$ cat src/rtl/assert_macros.svh
// ---------------------------------------------------------------------------
// assertion macros used by the blitter rtl
// ---------------------------------------------------------------------------
`ifndef ASSERT_MACROS_SVH
`define ASSERT_MACROS_SVH

// same-cycle implication, sampled on clk, off while rst is high
`define FGB_ASSERT_NOW(label, ante, cons) \
  label: assert property (@(posedge clk) disable iff (rst) (ante) |-> (cons)) \
    else $error("fgb assertion failed");

// next-cycle implication, sampled on clk, off while rst is high
`define FGB_ASSERT_NEXT(label, ante, cons) \
  label: assert property (@(posedge clk) disable iff (rst) (ante) |=> (cons)) \
    else $error("fgb assertion failed");

`endif

$ cat src/rtl/fgb_pkg.sv
// ---------------------------------------------------------------------------
// fgb_pkg
// Types, constants and codes shared by the glyph blitter modules.
// ---------------------------------------------------------------------------
`default_nettype none

package fgb_pkg;

  // framebuffer and font geometry
  localparam int LINE_WORDS     = 40;
  localparam int SCREEN_WORDS   = 10240;
  localparam int GLYPH_BYTES    = 4096;
  localparam int OFFSET_ENTRIES = 256;
  localparam int MAX_ROWS       = 16;
  localparam int ROW_CAP        = 16;
  localparam int ROW_LIMIT      = (MAX_ROWS < ROW_CAP) ? MAX_ROWS : ROW_CAP;

  // field and index widths
  localparam int ADDR_W  = 14;
  localparam int OFF_W   = 12;
  localparam int OFF_AW  = $clog2(OFFSET_ENTRIES);
  localparam int GLYPH_AW = $clog2(GLYPH_BYTES);
  localparam int ROW_W   = $clog2(ROW_LIMIT + 1);
  localparam int CFG_AW  = 1;

  // operation codes
  localparam logic [1:0] OP_LOAD_OFFSET = 2'd0;
  localparam logic [1:0] OP_LOAD_GLYPH  = 2'd1;
  localparam logic [1:0] OP_DRAW        = 2'd2;

  // status codes
  localparam logic [1:0] STAT_OK      = 2'd0;
  localparam logic [1:0] STAT_RANGE   = 2'd1;
  localparam logic [1:0] STAT_EMPTY   = 2'd2;
  localparam logic [1:0] STAT_CLIPPED = 2'd3;

  // configuration register indexes
  localparam logic [CFG_AW-1:0] REG_FIRST_CODE = 1'd0;
  localparam logic [CFG_AW-1:0] REG_LAST_CODE  = 1'd1;

  typedef struct packed {
    logic [1:0]  operation;
    logic [11:0] table_index;
    logic [11:0] load_value;
    logic [7:0]  char_code;
    logic [13:0] target_word;
  } in_t;

  typedef struct packed {
    logic        write_valid;
    logic [13:0] write_address;
    logic [31:0] write_data;
    logic [1:0]  status;
    logic        last;
  } out_t;

endpackage

`default_nettype wire

$ cat src/rtl/fgb_addr_unit.sv
// ---------------------------------------------------------------------------
// fgb_addr_unit
// Shared word index adder with one-step wrap at the screen end.
// ---------------------------------------------------------------------------
`default_nettype none

module fgb_addr_unit (
  input  wire logic [fgb_pkg::ADDR_W-1:0] base,
  input  wire logic [fgb_pkg::ADDR_W-1:0] step,
  output logic      [fgb_pkg::ADDR_W-1:0] result
);

  logic [fgb_pkg::ADDR_W:0] sum;

  // base + step stays below twice the screen size, so one subtract wraps it
  always_comb begin
    sum = {1'b0, base} + {1'b0, step};
    if (sum >= (fgb_pkg::ADDR_W + 1)'(fgb_pkg::SCREEN_WORDS)) begin
      sum = sum - (fgb_pkg::ADDR_W + 1)'(fgb_pkg::SCREEN_WORDS);
    end
    result = sum[fgb_pkg::ADDR_W-1:0];
  end

endmodule

`default_nettype wire

$ cat config.mk
export PLATFORM = sky130hd
export DESIGN_NAME = fgb_addr_unit
export DESIGN_NICKNAME = d
export VERILOG_FILES = /design/src/rtl/assert_macros.svh /design/src/rtl/fgb_pkg.sv /design/src/rtl/fgb_addr_unit.sv
export SDC_FILE = /design/constraint.sdc
export NUM_CORES = 1
export LEC_CHECK = 0
export BUFFER_PORTS_ARGS = -buffer_cell sky130_fd_sc_hd__buf_2
export CAP_MARGIN = 10
export CELL_PAD_IN_SITES_DETAIL_PLACEMENT = 1
export CELL_PAD_IN_SITES_GLOBAL_PLACEMENT = 1
export CORE_MARGIN = 3
export CORE_UTILIZATION = 37
export DETAILED_ROUTE_END_ITERATION = 16
export GPL_ROUTABILITY_DRIVEN = 0
export PLACE_DENSITY_LB_ADDON = 0.1
export SYNTH_ARGS = -nofsm -noshare
export SYNTH_HDL_FRONTEND = slang
export SYNTH_SLANG_ARGS = --single-unit
$ cat constraint.sdc
create_clock -name vclk -period 7.96
set_input_delay 1.194 -clock vclk [all_inputs]
set_output_delay 1.194 -clock vclk [all_outputs]
set_load 0.01 [all_outputs]
==> flow_metrics.tcl <==
set metrics [dict create \
    status "finished, final reports clean" \
    synth_compound_area_share_pct 42.0 \
    max_slew.worst_pin.slew_ps 443 \
    synth_top_family_by_area "compound AO/OA/AOI/OAI gates" \
    peakVddDrop_mv 0.0458 \
    synth.avg_cell_area_sq_um 7.46 \
    synth_fa_ha_area_share_pct 23.8 \
    power.net_switching_uw 65.1 \
    mostFrequentLayoutCell "buf_2" \
    hold_path_class "input port to primary output" \
    antennaDiodeCount 0 \
    p_leak_nw 0.549 \
    slew_viol_final 0 \
    startpoint_type "input port" \
    cts_resized 0 \
    wl_per_cell_microns 13.9 \
    maxSlewHeadroom_pct 70.1 \
    hold_viol_final 0 \
    fin_crit_ps 5360 \
    crit_arrival_ps 4170 \
    worst_ep_required_time_ps 6770 \
    sw_frac_of_total_pct 56.1 \
    crit_fanout 5 \
    rsz0062_at_grt "no" \
    fp.dieH_microns 54.6 \
    via_per_inst 5.84 \
    fin_util_pct 52.6 \
    dieArea_sq_um 2980 \
    first_global_vias 1048 \
    synth_xor_area_share_pct 7.02 \
    antenna_found_initial 0 \
    cp-end-kind "primary output" \
    first_pass_iters 4 \
    syn_inst 117 \
    num-nets-final 202 \
    yosysUniqueCellTypes 42 \
    std_cell_rows 16 \
    vias 1068 \
    cap_violations 0 \
    dp_slack_ps 2610 \
    hold_buffers 0 \
    p_per_area_nw_per_um2 105 \
    drive_above_1_share_pct 31.4 \
    mostFrequentLayoutCells "buf_2 (42), ha_1 (15), inv_1 (11)" \
    yosysWarnings 0 \
    setup_viol 0 \
    clockBufferCount 0 \
    synth_mux_area_share_pct 2.44 \
    grt_pass1_wl_microns 4220 \
    drc 0 \
    area_growth_pct 26.6 \
    ff_latch_area_sq_um 0 \
    fin_crit_sh_pct 67.4 \
    multiInputGateArea_sq_um 821 \
    worst_slack_ps 2600 \
    p_int_uw 51.0 \
    clock_power_share_pct 0 \
    netlist_area_sq_um 873 \
    ioPinCount 42 \
    drt-total-wl_microns 2540 \
    drtIter0Drc 7 \
    grt_use_total_pct 18.2 \
    pwr-share-seq_pct 0 \
    synth-seq-area-share_pct 0 \
    grt_max_degree 12 \
    crit_type "input port to primary output" \
    synth_nets 161 \
    fmax_mhz 187 \
    nFillCells 292 \
    initial_core_util_pct 41.5 \
    core_area_sq_um 2100 \
    io_buffers 42 \
    nFlopsAndLatches 0 \
    detailed_place_hpwl_microns 2270 \
    fin_setup_tns_ps 0 \
    post-cts-setup-buffers 0 \
    die_w_microns 54.6 \
    synthSimpleGateAreaFrac_pct 18.8 \
    postRouteAntennaNets 0 \
    comb_power_share_pct 100.0 \
    overflow 0 \
]
==> metal layers <==
layer / track usage [%] / vias up / part of all wire (%)
met5: 0 / - / 0
met4: 0.415 / 0 / 0
met3: 0.272 / 0 / 6.1
met2: 35.6 / 27 / 50
met1: 22.8 / 505 / 44
li1: - / 536 / -
==> cells in the mapped netlist (all sizes together), types with 3 or more instances <==
master / number / area [sq um]
o21bai: 3 / 22.5
ha: 15 / 188
o21ai: 6 / 30.0
a21oi: 7 / 38.8
nor2: 5 / 18.8
inv: 11 / 41.3
o2111ai: 4 / 41.3
a21o: 3 / 23.8
clkbuf: 3 / 11.3
nor3: 5 / 25.0
o21a: 6 / 45.0
xor2: 5 / 43.8
o211ai: 3 / 22.5
nand2: 6 / 22.5
nand3: 4 / 20.0
==> power groups by stage <==
stage,Combinational [mW],Clock [mW],Sequential [mW]
4_1_cts,0.117,0,0
6_report,0.116,0,0
3_5_place_dp,0.116,0,0
2_1_floorplan,0.0791,0,0
3_3_place_gp,0.113,0,0
5_1_grt,0.130,0,0
==> worst max-delay path, cell delays in order <==
cell	delay, ps
buf_2	100
ha_1	210
inv_1	70
fa_1	240
nor2b_4	50
o31a_1	290
o21a_1	230
o21a_1	170
o211a_1	250
inv_1	80
ha_1	200
a2111oi_0	70
a311oi_1	380
mux2_2	400
o31ai_2	60
buf_2	160
==> final timing paths <==
kind	from	end	cells past startpoint
max	base[0]	result[12]	16
min	step[0]	result[0]	3
==> final cells by class <==
type / instances / share of cell area (%)
well taps: 27 / 3.05
inverters: 11 / 3.73
multi-input cells: 103 / 74.2
repair buffers: 42 / 19.0
==> kinds of logic after synthesis <==
group	count (synthesis)
AO/OA/AOI/OAI	48
AND/OR/NAND/NOR	30
adder cells (fa/ha/maj)	16
buffers and inverters	14
XOR/XNOR	7
multiplexers	2
==> through the flow <==
step                      std cells  cell area (sq um)  hold WS [ps]  power [mW]
final                           183               1110          2710       0.116
after global routing            183               1110          2750       0.130
after floorplan                 117                873          2540      0.0791
after CTS                       183               1110          2720       0.117
after global placement          183               1110          2720       0.113
after detailed placement        183               1110          2720       0.116
Power figures use the tool's default switching activity.
